$ cat config.mk
export PLATFORM = sky130hd
export DESIGN_NAME = rc6_round
export DESIGN_NICKNAME = d
export VERILOG_FILES = /design/src/design/rc6_pkg.sv /design/src/design/rc6_round.sv
export SDC_FILE = /design/constraint.sdc
export NUM_CORES = 2
export LEC_CHECK = 0
export ABC_CLOCK_PERIOD_IN_PS = 16900
export BUFFER_PORTS_ARGS = -buffer_cell sky130_fd_sc_hd__buf_2
export CAP_MARGIN = 20
export CORE_AREA = 2 2 288 433
export DETAILED_ROUTE_END_ITERATION = 8
export DIE_AREA = 0 0 290 435
export PLACE_DENSITY = 0.79
export SYNTH_ARGS = -nofsm -noshare
export SYNTH_HDL_FRONTEND = slang
export SYNTH_SLANG_ARGS = --single-unit
$ cat constraint.sdc
create_clock -name clk -period 16.9 [get_ports clk]
set_clock_uncertainty 0.1 [all_clocks]
set_input_delay 1.69 -clock clk [delete_from_list [all_inputs] [get_ports clk]]
set_output_delay 1.69 -clock clk [all_outputs]
set_load 0.01 [all_outputs]
$ cat src/design/rc6_pkg.sv
// Shared types, constants and helper functions for the RC6 block cipher.
// No dependencies; used by every module of the block.
`default_nettype none
package rc6_pkg;
  localparam int ROUNDS_DEF        = 20;
  localparam int MAX_KEY_WORDS_DEF = 8;
  localparam int KEY_REG_WORDS     = 8;
  localparam logic [31:0] P32 = 32'hB7E15163;
  localparam logic [31:0] Q32 = 32'h9E3779B9;

  // Configuration register indexes.
  typedef enum logic [2:0] {
    REG_KEY01 = 3'd0,
    REG_KEY23 = 3'd1,
    REG_KEY45 = 3'd2,
    REG_KEY67 = 3'd3,
    REG_COUNT = 3'd4
  } reg_idx_t;

  typedef enum logic [1:0] {
    KS_IDLE,
    KS_INIT,
    KS_MIX
  } ks_state_t;

  // Block kinds.
  localparam logic KIND_ENC = 1'b0;
  localparam logic KIND_DEC = 1'b1;

  typedef struct packed {
    logic        kind;
    logic [31:0] a;
    logic [31:0] b;
    logic [31:0] c;
    logic [31:0] d;
  } blk_t;

  function automatic logic [31:0] rol32(input logic [31:0] x, input logic [4:0] n);
    logic [63:0] w;
    begin
      w = {x, x} << n;
      rol32 = w[63:32];
    end
  endfunction

  function automatic logic [31:0] ror32(input logic [31:0] x, input logic [4:0] n);
    logic [63:0] w;
    begin
      w = {x, x} >> n;
      ror32 = w[31:0];
    end
  endfunction
endpackage
`default_nettype wire

$ cat src/design/rc6_round.sv
// One pipelined RC6 round stage, encrypt or decrypt by the item's kind.
// Depends on rc6_pkg.
`default_nettype none
module rc6_round (
  input  wire logic         clk,
  input  wire logic         en,
  input  wire logic         vld_in,
  input  wire rc6_pkg::blk_t blk_in,
  input  wire logic [31:0]  ke_a,
  input  wire logic [31:0]  ke_c,
  input  wire logic [31:0]  kd_a,
  input  wire logic [31:0]  kd_c,
  input  wire logic         rst_n,
  output logic              vld_out,
  output rc6_pkg::blk_t     blk_out
);
  import rc6_pkg::*;

  logic [31:0] t, u, na, nc;
  blk_t blk_nxt, blk_r;
  logic vld_r;

  // Quadratic mixes and rotates of one round.
  always_comb begin
    blk_nxt = blk_in;
    if (blk_in.kind == KIND_ENC) begin
      t  = rol32(blk_in.b * ((blk_in.b << 1) + 32'd1), 5'd5);
      u  = rol32(blk_in.d * ((blk_in.d << 1) + 32'd1), 5'd5);
      na = rol32(blk_in.a ^ t, u[4:0]) + ke_a;
      nc = rol32(blk_in.c ^ u, t[4:0]) + ke_c;
      blk_nxt.a = blk_in.b; blk_nxt.b = nc; blk_nxt.c = blk_in.d; blk_nxt.d = na;
    end else begin
      // Rotate registers right, then undo the round.
      u  = rol32(blk_in.c * ((blk_in.c << 1) + 32'd1), 5'd5);
      t  = rol32(blk_in.a * ((blk_in.a << 1) + 32'd1), 5'd5);
      nc = ror32(blk_in.b - kd_c, t[4:0]) ^ u;
      na = ror32(blk_in.d - kd_a, u[4:0]) ^ t;
      blk_nxt.a = na; blk_nxt.b = blk_in.a; blk_nxt.c = nc; blk_nxt.d = blk_in.c;
    end
  end

  always_ff @(posedge clk) begin
    if (!rst_n) begin
      vld_r <= 1'b0;
    end else if (en) begin
      vld_r <= vld_in;
    end
  end

  always_ff @(posedge clk) begin
    if (en) begin
      blk_r <= blk_nxt;
    end
  end

  assign vld_out = vld_r;
  assign blk_out = blk_r;
endmodule
`default_nettype wire

**Word-level counts from Yosys, hierarchy flattened**

Index checks and enable logic that the tools add are counted.
Widths: inputs -> output; s select.

- Bits in registers: 130
- Input port bits: 261
- Output and inout bits: 130
- Logic and storage cells: 27

- Add/sub/neg operators: 8
- Multiply operators: 4
- Shift-type cells: 4
- Multiplexer cells: 1
- Bitwise operators: 4

Operators by type and width:

| cell | count |
|---|---|
| $add 32x1->32 const B | 4 |
| $mul 32x32->32 | 4 |
| $mux 128 | 1 |
| $shl 64x5->64 | 2 |
| $shr 64x5->32 | 2 |
| $xor 32x32->32 | 4 |
| $add 32x32->32 | 2 |
| $sub 32x32->32 | 2 |

**Longest topological paths before layout**

- Depth after elaboration: 6
- Gate-level depth with buffers: 50
- Mapped depth without buffers: 46

**Worst setup path before layout**

No wires, ideal clock.

- Path kind: input-to-reg
- Start: input port blk_in[3] (netlist name)
- End: register blk_r (netlist bit blk_out[31]), data pin
- Library setup time: 0.145 ns
- Arrival: 12.630 ns
- Data required time: 16.655 ns
- Path slack: 4.025 ns
- Cell stages on the path: 41
- Buffers on the path: 4
- Path through: clkbuf_1 > clkbuf_1 > nand2_1 > fa_1 > fa_1 > inv_1 > fa_1 > inv_1 > fa_1 > inv_1 > fa_1 > inv_1 > fa_1 > inv_1 > fa_1 > fa_1 > ha_1 > nand4_1 > (+5 left out) > clkbuf_1 > buf_2 > mux2i_1 > mux2i_1 > ha_1 > o21a_1 > o21ai_0 > o31ai_1 > a211oi_1 > a21oi_1 > a41oi_1 > a22oi_1 > a211o_1 > a21oi_1 > o21ai_0 > a21oi_1 > xnor3_1 > o21ai_1

RTL lines:

| what | line | source |
|---|---|---|
| start, declared | rc6_round.sv:8 | `input wire rc6_pkg::blk_t blk_in,` |
| end signal, assigned | rc6_round.sv:52 | `blk_r <= blk_nxt;` |
| end, declared | rc6_round.sv:20 | `blk_t blk_nxt, blk_r;` |

==> qor.yml <==
setup_path:
  crit_type: "primary input to register"
  cp_data_required_time_ns: 17.18
  cpPeakStageDelay_ns: 0.98
  endpoint_kind: "register"
  r2r_setup_slack_ns: 16.21
  cp.arrival_ns: 15.24
  critPathSlowestCell: "a2111oi_0"
  critPathMostFrequentCell: "fa_1"
  start_kind: "primary input"
  crit_fanout: 24
synth:
  yosysUniqueCellTypes: 99
  synth_top_cell_by_area: "fa_1"
  synthFlopType: "edfxtp_1"
  syn_area_um2: 75400
  avgSynthCellArea_um2: 8.94
  yosys-top-cells-area: "fa_1 (39%), ha_1 (11%), inv_1 (9.2%)"
  synth-warning-count: 0
  synth_edf_count: 129
  seq_area_frac_synth_pct: 5.17
  synth-seq-cells: 130
  synthArstFlopShare_pct: 0
  syn_nets: 10813
  synth_cells: 8436
  netlist.area_leader.share_pct: 39.0
grt:
  antenna_found_initial: 10
  grt_max_degree: 78
  grt_overflow: 0
  grt.total_usage_pct: 42.8
  grt_pass1_wl_um: 402000
  grt_pass1_vias: 68290
timing:
  fmax_mhz: 66.8
  rsz0062_at_grt: "false"
  tightestPinTransition_ns: 1.13
  min_period_ns: 14.97
  hold_violations: 0
  slew_violations: 0
  setup_violations: 0
  setup_tns_ns: 0
  finalCritPeriodShare_pct: 88.6
  slew_headroom_pct: 22.6
cells_and_area:
  final_cell_mix: "inv_1 (1,850), fa_1 (1,468), nand2_1 (652), ha_1 (648), and2_1 (392)"
  syn2layout_area_growth_pct: 5.16
  final_util_pct: 64.6
  fill_cells: 10413
  nNetsFinal: 10941
  final_common_cell: "inv_1"
  drive_gt1_share_pct: 7.31
place:
  dp_hpwl_um: 220000
  gp_congestion: 1.05
  portBuffers: 390
routing:
  routedWlPerCell_um: 26.1
  routed_wirelength_um: 266000
  drtIter0Drc: 5174
  via_count: 63226
  first_pass_iters: 9
  route.detailed.drc: 0
  viasPerCell: 6.21
  drtAntennaViolNets: 0
cts:
  cts_hold_repair.buffers: 0
  path_clk_slew_ns: 0.07
  post_cts_resized: 0
  cts-htree-levels: 4
  post_cts_buffers: 0
  clock_sinks: 130
  clock_latency_ns: 0.51
  cts_buffer_depth: 2
  cts-root-buf: "clkbuf_16"
  cts_inserted_buffers: 17
  cts_tree: "done"
run_status:
  status: "finished clean"
floorplanning:
  core_area_um2: 123000
  dieArea_um2: 126000
  initial_core_util_pct: 61.4
  die_x_um: 290
  rows: 158
  die_y_um: 435
  design.portCount: 391
worst_hold_path:
  hp-class: "register to register"
job:
  maxCapViolations: 0
==> flip-flops by register name, summed over array words and instances (netlist names) <==
signal   count
blk_out    129
vld_out      1
==> path summary, 6_finish.rpt <==
path	from	to	cells past startpoint
setup / recovery	blk_in[6]	blk_out[95]$_DFFE_PP_	40
hold / removal	vld_out$_SDFFE_PN0P_	vld_out$_SDFFE_PN0P_	2
setup reg to reg	vld_out$_SDFFE_PN0P_	vld_out$_SDFFE_PN0P_	2
hold reg to reg	vld_out$_SDFFE_PN0P_	vld_out$_SDFFE_PN0P_	2
==> Yosys cell counts (all sizes together) (37+ instances only) <==
master and number:
inv 1853, fa 1468, nand2 652, ha 648, and2 394, nor2 351, xnor2 317, a21oi 305
clkbuf 276, mux2i 269, o21ai 241, nand3 144, edfxtp 129, nor3 123, xor2 107, a21o 105
a211oi 81, and3 71, buf 62, o21a 61, o211ai 57, or3 48, a31oi 41, nand4 37
nor2b 37
==> layout make-up <==
| type | count | area [µm²] | share of cell area (%) |
|---|---|---|---|
| multi-input combinational | 6106 | 63400 | 80.0 |
| timing repair buffer | 447 | 2410 | 3.05 |
| inverter | 1862 | 6990 | 8.82 |
| clock buffer | 17 | 425 | 0.537 |
| sequential | 130 | 3890 | 4.91 |
| tap | 1600 | 2000 | 2.53 |
| clock inverter | 14 | 114 | 0.144 |
| antenna | 3 | 7.51 | 0.00947 |
==> cell families after synthesis <==
group	Yosys count	share of synthesized area, %
DFF	130	5.17
muxes	330	4.92
AOI/OAI and AO/OA	1261	11.4
buffers and inverters	2200	11.0
and+or+nand+nor	1971	12.7
adders and majority gates	2116	49.7
xor gates and xnor gates	428	5.05
==> routing by layer <==
| layer | GRT usage (%) | vias to the layer above | wire length [µm] |
|---|---|---|---|
| met5 | 0 | - | 17 |
| met3 | 7.91 | 1099 | 22600 |
| met1 | 47.1 | 31601 | 87500 |
| li1 | - | 27196 | - |
| met4 | 36.9 | 2 | 28300 |
| met2 | 71.5 | 3328 | 127000 |
==> through the flow <==
stage / cells / cell area, µm² / setup WS (ns) / hold slack, ns
after detailed placement: 10143 / 78700 / 1.75 / 0.412
after floorplan: 8436 / 75400 / 4.03 / 0.438
final: 10179 / 79300 / 1.93 / 0.425
after global placement: 10142 / 78700 / 1.85 / 0.390
after global routing: 10177 / 79300 / 1.38 / 0.455
after CTS: 10174 / 79200 / 2.24 / 0.424
==> worst max-delay path: cells and delay by family <==
| family | cells | cell delay (ns) |
|---|---|---|
| xor+xnor | 2 | 0.46 |
| simple gates | 5 | 1.52 |
| mux | 2 | 0.54 |
| buf+inv | 4 | 0.96 |
| fa+ha+maj | 10 | 4.77 |
| compound gates | 17 | 5.25 |
Power is left out: the tool's default activity adds up to more than one toggle a clock period on the data nets, which glitch-free logic cannot reach.
