$ cat src/design/rc6_pkg.sv
// Shared types, constants and helper functions for the RC6 block cipher.
// No dependencies; used by every module of the block.
`default_nettype none
package rc6_pkg;
  localparam int ROUNDS_DEF        = 20;
  localparam int MAX_KEY_WORDS_DEF = 8;
  localparam int KEY_REG_WORDS     = 8;
  localparam logic [31:0] P32 = 32'hB7E15163;
  localparam logic [31:0] Q32 = 32'h9E3779B9;

  // Configuration register indexes.
  typedef enum logic [2:0] {
    REG_KEY01 = 3'd0,
    REG_KEY23 = 3'd1,
    REG_KEY45 = 3'd2,
    REG_KEY67 = 3'd3,
    REG_COUNT = 3'd4
  } reg_idx_t;

  typedef enum logic [1:0] {
    KS_IDLE,
    KS_INIT,
    KS_MIX
  } ks_state_t;

  // Block kinds.
  localparam logic KIND_ENC = 1'b0;
  localparam logic KIND_DEC = 1'b1;

  typedef struct packed {
    logic        kind;
    logic [31:0] a;
    logic [31:0] b;
    logic [31:0] c;
    logic [31:0] d;
  } blk_t;

  function automatic logic [31:0] rol32(input logic [31:0] x, input logic [4:0] n);
    logic [63:0] w;
    begin
      w = {x, x} << n;
      rol32 = w[63:32];
    end
  endfunction

  function automatic logic [31:0] ror32(input logic [31:0] x, input logic [4:0] n);
    logic [63:0] w;
    begin
      w = {x, x} >> n;
      ror32 = w[31:0];
    end
  endfunction
endpackage
`default_nettype wire

$ cat src/design/rc6_keysched.sv
// Key expansion sequencer and round key store for the RC6 block cipher.
// Depends on rc6_pkg.
`default_nettype none
module rc6_keysched #(
  parameter int ROUNDS        = rc6_pkg::ROUNDS_DEF,
  parameter int MAX_KEY_WORDS = rc6_pkg::MAX_KEY_WORDS_DEF,
  parameter int KT            = 2 * ROUNDS + 4,
  parameter int KW            = $clog2(KT)
) (
  input  wire logic                        clk,
  input  wire logic                        rst_n,
  input  wire logic                        start,
  input  wire logic [4*64-1:0]             key_regs,
  input  wire logic [3:0]                  key_count,
  output logic                             busy,
  output logic [KT*32-1:0]                 round_keys
);
  import rc6_pkg::*;

  localparam int MW  = (MAX_KEY_WORDS > 1) ? $clog2(MAX_KEY_WORDS) : 1;
  localparam int CW  = $clog2(MAX_KEY_WORDS + 1) + 1;
  localparam int PASS_MAX = 3 * ((MAX_KEY_WORDS > KT) ? MAX_KEY_WORDS : KT);
  localparam int NW  = $clog2(PASS_MAX + 1);

  ks_state_t state_r, state_nxt;
  logic [31:0] s_r [KT];
  logic [31:0] l_r [MAX_KEY_WORDS];
  logic [KW-1:0] i_r, i_nxt;
  logic [MW-1:0] j_r, j_nxt;
  logic [NW-1:0] n_r, n_nxt, passes_r;
  logic [CW-1:0] c_r;
  logic [31:0] a_r, b_r;
  logic [31:0] a_new, b_new;
  logic [CW-1:0] c_eff;

  // Clamp the word count into 1..MAX_KEY_WORDS.
  always_comb begin
    if (key_count == 4'd0) c_eff = CW'(1);
    else if (32'(key_count) > MAX_KEY_WORDS) c_eff = CW'(MAX_KEY_WORDS);
    else c_eff = CW'(key_count);
  end

  // One mixing pass per cycle.
  assign a_new = rol32(s_r[i_r] + a_r + b_r, 5'd3);
  assign b_new = rol32(l_r[j_r] + a_new + b_r, a_new[4:0] + b_r[4:0]);

  always_comb begin
    state_nxt = state_r;
    case (state_r)
      KS_IDLE: if (start) state_nxt = KS_INIT;
      KS_INIT: state_nxt = KS_MIX;
      KS_MIX:  if (n_r == passes_r - NW'(1)) state_nxt = KS_IDLE;
      default: state_nxt = KS_IDLE;
    endcase
  end

  always_comb begin
    i_nxt = (32'(i_r) == KT - 1) ? '0 : i_r + KW'(1);
    j_nxt = (32'(j_r) + 1 == 32'(c_r)) ? '0 : j_r + MW'(1);
    n_nxt = n_r + NW'(1);
  end

  always_comb begin
    busy = (state_r != KS_IDLE);
  end

  always_ff @(posedge clk) begin
    if (!rst_n) begin
      state_r <= KS_IDLE;
    end else begin
      state_r <= state_nxt;
    end
  end

  // Datapath of the sequencer.
  always_ff @(posedge clk) begin
    case (state_r)
      KS_INIT: begin
        for (int k = 0; k < KT; k++) s_r[k] <= P32 + 32'(k) * Q32;
        for (int k = 0; k < MAX_KEY_WORDS; k++)
          l_r[k] <= (k < KEY_REG_WORDS) ? key_regs[k*32 +: 32] : 32'd0;
        c_r      <= c_eff;
        passes_r <= NW'(3 * ((32'(c_eff) > KT) ? 32'(c_eff) : KT));
        a_r <= '0; b_r <= '0; i_r <= '0; j_r <= '0; n_r <= '0;
      end
      KS_MIX: begin
        s_r[i_r] <= a_new;
        l_r[j_r] <= b_new;
        a_r <= a_new; b_r <= b_new;
        i_r <= i_nxt; j_r <= j_nxt; n_r <= n_nxt;
      end
      default: ;
    endcase
  end

  for (genvar g = 0; g < KT; g++) begin : g_out
    assign round_keys[g*32 +: 32] = s_r[g];
  end

  ap_busy: assert property (@(posedge clk) disable iff (!rst_n)
    (state_r == KS_IDLE && start) |=> busy) else $error("schedule did not start");
  ap_init: assert property (@(posedge clk) disable iff (!rst_n)
    (state_r == KS_INIT) |=> (state_r == KS_MIX)) else $error("init not followed by mix");
endmodule
`default_nettype wire

$ cat config.mk
export PLATFORM = sky130hd
export DESIGN_NAME = rc6_keysched
export DESIGN_NICKNAME = d
export VERILOG_FILES = /design/src/design/rc6_pkg.sv /design/src/design/rc6_keysched.sv
export SDC_FILE = /design/constraint.sdc
export NUM_CORES = 2
export LEC_CHECK = 0
export BUFFER_PORTS_ARGS = -buffer_cell sky130_fd_sc_hd__buf_2
export CELL_PAD_IN_SITES_DETAIL_PLACEMENT = 0
export CELL_PAD_IN_SITES_GLOBAL_PLACEMENT = 1
export CORE_AREA = 2 2 642 644
export DETAILED_ROUTE_END_ITERATION = 10
export DIE_AREA = 0 0 644 646
export PLACE_DENSITY_LB_ADDON = 0.2
export SYNTH_ARGS = -nofsm -noshare
export SYNTH_HDL_FRONTEND = slang
export SYNTH_SLANG_ARGS = --single-unit
$ cat constraint.sdc
create_clock -name clk -period 25.9 [get_ports clk]
set_input_delay 1.295 -clock clk [delete_from_list [all_inputs] [get_ports clk]]
set_output_delay 1.295 -clock clk [all_outputs]
set_load 0.02 [all_outputs]
# Word-level counts from Yosys, hierarchy flattened
# Memory sizes are Yosys's and may differ from the RTL's. A register that Yosys moved wholly into a read port is not among the register bits.
# Index checks and enable logic that the tools add are counted.
# W data, S select, Z words.
[classes] n_mul=0 shifts=1 n_eq_ne=7 reduce_logical=8 add_sub_neg=9 n_lt_le_gt_ge=1 muxes=23 div=0 n_bitwise=0
[op_table] op="$add A32 B32 Y32" n=4
[op_table] op="$pmux W32 S2" n=2
[op_table] op="$mux W32" n=2
[op_table] op="$reduce_or A32 Y1" n=2
[op_table] op="$shl A64 B5 Y64" n=1
[op_table] op="$mux W6" n=3
[op_table] op="$pmux W8 S2" n=1
[op_table] op="$pmux W6 S2" n=1
[op_table] op="$mux W3" n=3
[op_table] op="$add A8 B1 Y8 const B" n=1
[op_table] op="$eq A8 B8 Y1 const B" n=1
[op_table] op="$add A6 B1 Y6 const B" n=1
[op_table] op="$eq A6 B6 Y1 const B" n=1
[op_table] op="$mux W1" n=6
[op_table] op="$pmux W2 S3" n=1
[op_table] op="$pmux W3 S2" n=1
[op_table] op="$add A5 B5 Y5" n=1
[op_table] op="$eq A4 B5 Y1" n=1
[op_table] op="$add A3 B1 Y4 const B" n=1
[op_table] op="$gt A4 B4 Y1 const B" n=1
[op_table] op="$logic_not A4 Y1" n=1
[op_table] op="$mux W2" n=2
[op_table] op="$mux W4" n=1
[op_table] op="$ne A2 B2 Y1 const B" n=2
[op_table] op="other kinds (7)" n=8
[word_totals] rom_bits=0 ram_bits=1664 mem_count=2 reg_bits=88 word_cells=59 output_inout_bits=1409 in_bits=263 latchBits=0
[mem_list] memory="s_r" words=44 word_bits=32 rd=45 rd_clocked_by_memory_dff=1 wr=44 line_no="rc6_keysched.sv:26" rtl="logic [31:0] s_r [KT];"
[mem_list] memory="l_r" words=8 word_bits=32 rd=1 rd_clocked_by_memory_dff=1 wr=8 line_no="rc6_keysched.sv:27" rtl="logic [31:0] l_r [MAX_KEY_WORDS];"

# Logic depth before layout (Yosys ltp)
[logic_depth] ltp_word=6 ltp_mapped=43 ltp_nobuf=34

# Least setup slack after synthesis
# Ideal clock, no wire load.
[synth_timing] path_type="register to register" startpoint="register with a tool-made name" endpoint="memory l_r[1][21] (data pin)" arrival_time_ns=10.654 synth_period_minus_slack_ns=10.919 path_stages_with_launch=37 n_path_buf=7 setup_ns=0.264 slack_ns=14.981 path_cell_list="dfxtp_1 buf_2 buf_2 clkbuf_1 clkbuf_1 buf_1 mux4_2 mux4_2 mux4_2 fa_1 ha_1 fa_1 a21o_1 a21oi_1 o21bai_1 o31ai_1 nand2_1 a2111oi_2 o311ai_0 a41o_1 a21oi_1 xnor2_1 clkbuf_1 clkbuf_1 fa_1 fa_1 nor2b_1 o2111ai_1 a31o_2 o21ai_2 o221a_2 o22a_2 xnor2_2 mux4_2 mux4_2 mux2i_4 o21ai_1"
[synth_lines] element="to (decl)" line_no="rc6_keysched.sv:27"

==> impl_metrics.toml <==
[worst_setup_path]
critical_path.most_common_cell = "buf_4"
crit_family = "compound AO/OA/AOI/OAI gates"
cp_num_cells = 35
critPathBufInv = 7
path_max_fanout = 94
r2r_setup_slack_ns = 11.11
crit_path_end_kind = "register"
critPathKind = "reg -> reg"
rr_worst_depth = 35
slowest_delay_ns = 0.98
critPathLaunchType = "register"
cp.arrival_ns = 15.38
cp_slowest_cell = "o31ai_1"
cp.required_ns = 26.49

[global_route]
grt_start_max_net_pins = 108
gr-total-overflow = 0
grtUsageMet1_pct = 37.11
grt.total_usage_pct = 30.43
grt_pass1_vias = 76388
grt_pass1_wl_um = 823600
globalRouteMet3Util_pct = 7.360
gr-usage-met2_pct = 50.36
grt_busiest_layer = "met2"
antenna_found_initial = 98

[synthesis]
syn_area_per_cell_um2 = 15.36
ys_seq_area_share_pct = 66.35
synth_edf_count = 2389
synth_top_flop_cell = "edfxtp_1"
yosysWarningCount = 0
ys_ff_latch = 2400
ys_async_sr_fraction_pct = 0
synth_nets = 7462
synthDistinctLibCells = 89
post_synth_instance_area_um2 = 108500
syn_inst = 7062

[placed_design]
hpwlAfterDp_um = 476600
gp_congestion = 0.9297
port_buffers = 1671

[sta]
fin_tns_setup_ns = 0
slew_viol_final = 0
max_freq_mhz = 67.62
tightest_slew_ns = 1.362
rsz0062_at_grt = "false"
min_period_over_period_pct = 57.10
finalClockSkew_ns = 0.06880
setup_violations = 0
relSlewSlack_pct = 8.999
hold_violations = 0
whs_ns = 0.5495
finalCriticalPeriod_ns = 14.79

[floorplan]
core_um2 = 408700
die-area_um2 = 416000
dieHeight_um = 646
fp-row-count = 235
pin_count = 1672
dieWidth_um = 644
start_util_pct = 26.54

[final_layout]
final_util_pct = 32.95
fin_nets = 9124
area_growth_pct = 24.19
fill_cells = 40252
drive_gt1_share_pct = 37.79

[cts]
cts_buffers = 298
cts.path.max_buffers = 4
cts_tree = "yes"
htreeDepth = 5
cts_setup_buffers = 0
cts.sinks = 2400
cts_resized = 0
clkTransAtPathRegs_ns = 0.06
root_buffer = "clkbuf_16"
insertion_delay_ns = 0.95
hold_buffers = 0

[routing]
vias = 78818
wire_per_inst_um = 44.98
drc_errors = 0
vias_per_cell = 5.426
wirelength_um = 653400
final_antenna_net_count = 0
drt_iter0_drc = 10822
first_pass_iters = 8

[hold_path]
hold_path.class = "reg -> reg"
hold_depth = 2

[status]
status = "finished clean"

[run]
maxCapViolCount = 0
## sequential cells by signal, indices dropped and copies added, names as in the netlist, named ones only
| register | count |
|---|---|
| s_r | 2048 |
| c_r | 4 |
| n_r | 8 |
| i_r | 6 |
| a_r | 32 |
| b_r | 32 |
| state_r | 2 |
| l_r | 256 |
| j_r | 3 |
## cells by family (layout without fill, tap and decap cells)
group,after synthesis,after routing,synth area share [%]
compound gates,603,603,3.510
xor+xnor,82,82,0.6830
fa+ha+maj,137,137,2.030
buf+inv,701,2594,2.453
flops,2400,2400,66.35
mux,848,848,16.52
other cells,0,121,0
simple gates,2291,2291,8.453
## per-stage QoR
| stage | area [um2] | setup slack (ns) | std cells |
|---|---|---|---|
| 2_1_floorplan | 108500 | 14.98 | 7062 |
| 3_3_place_gp | 124800 | 11.16 | 13875 |
| 3_5_place_dp | 124800 | 11.17 | 13875 |
| 4_1_cts | 134400 | 11.05 | 14406 |
| 5_1_grt | 134600 | 10.24 | 14502 |
| 6_report | 134700 | 11.11 | 14527 |
## area by class of cell
type / count / area, um2 / share of cell area, %
sequential: 2400 / 71990 / 53.45
multi-input combinational: 3961 / 35200 / 26.13
timing repair buffer: 1912 / 10220 / 7.590
clock buffer: 345 / 7719 / 5.731
tap: 5451 / 6820 / 5.064
clock inverter: 186 / 1867 / 1.386
inverter: 151 / 566.8 / 0.4208
antenna: 121 / 302.8 / 0.2248
## worst min-delay path, delay by kind of cell (launching register included)
family           cells  cell delay [ns]
multiplexers         1             0.13
AND/OR/NAND/NOR      1             0.05
flip-flops           1             0.32
## layout by cell type, fill, tap and decap left out, types with 13 or more instances in the layout
cell type	netlist	final
clkbuf_1	431	43
buf_4	0	237
nand4_1	14	14
nand2_2	0	35
a211oi_1	16	16
a21o_1	24	24
a21oi_1	198	198
mux2_2	36	36
nand2b_1	76	35
nand2_1	982	939
o21ai_1	20	27
inv_1	146	145
bufinv_16	0	30
xor2_1	36	21
xor2_4	0	15
a22oi_1	22	22
nand3_1	47	47
edfxtp_1	2389	2389
xnor2_2	1	20
mux4_2	748	748
buf_2	21	1671
nor2_1	1053	985
nor2b_1	13	13
nor3_1	38	32
mux2i_1	62	59
nand2b_2	0	18
xnor2_1	44	24
or2_2	20	15
ha_1	72	69
clkbuf_16	0	302
fa_1	65	64
clkinv_1	1	69
nor2_4	0	60
o21ai_0	154	147
o31ai_1	49	48
nand2b_4	0	23
diode_2	0	121
clkinv_2	0	51
## per-layer routing
layer | wire length [um] | vias to the layer above
li1 | - | 30222
met1 | 243500 | 42613
met2 | 313300 | 4992
met3 | 58780 | 965
met4 | 37540 | 26
met5 | 184 | -
## synth_stat cells (47+ instances only)
cell	n	area share (%)
clkbuf_1	431	1.5
nand3_1	47	0.22
mux2i_1	62	0.57
ha_1	72	0.83
edfxtp_1	2389	66
o31ai_1	49	0.34
a21oi_1	198	0.91
o21ai_0	154	0.71
nand2b_1	76	0.44
mux4_2	748	16
nand2_1	982	3.4
fa_1	65	1.2
buf_1	96	0.33
inv_1	146	0.51
nor2_1	1053	3.6
## worst paths after layout
kind | end | startpoint
worst min-delay path | state_r[0] | state_r[0]
worst min register to register | state_r[0] | state_r[0]
worst max register to register | l_r[6][17] | register
worst max-delay path | l_r[6][17] | register
Power is not shown: default switching activity piles up to over one toggle a cycle in this logic, so the estimate is an artifact.
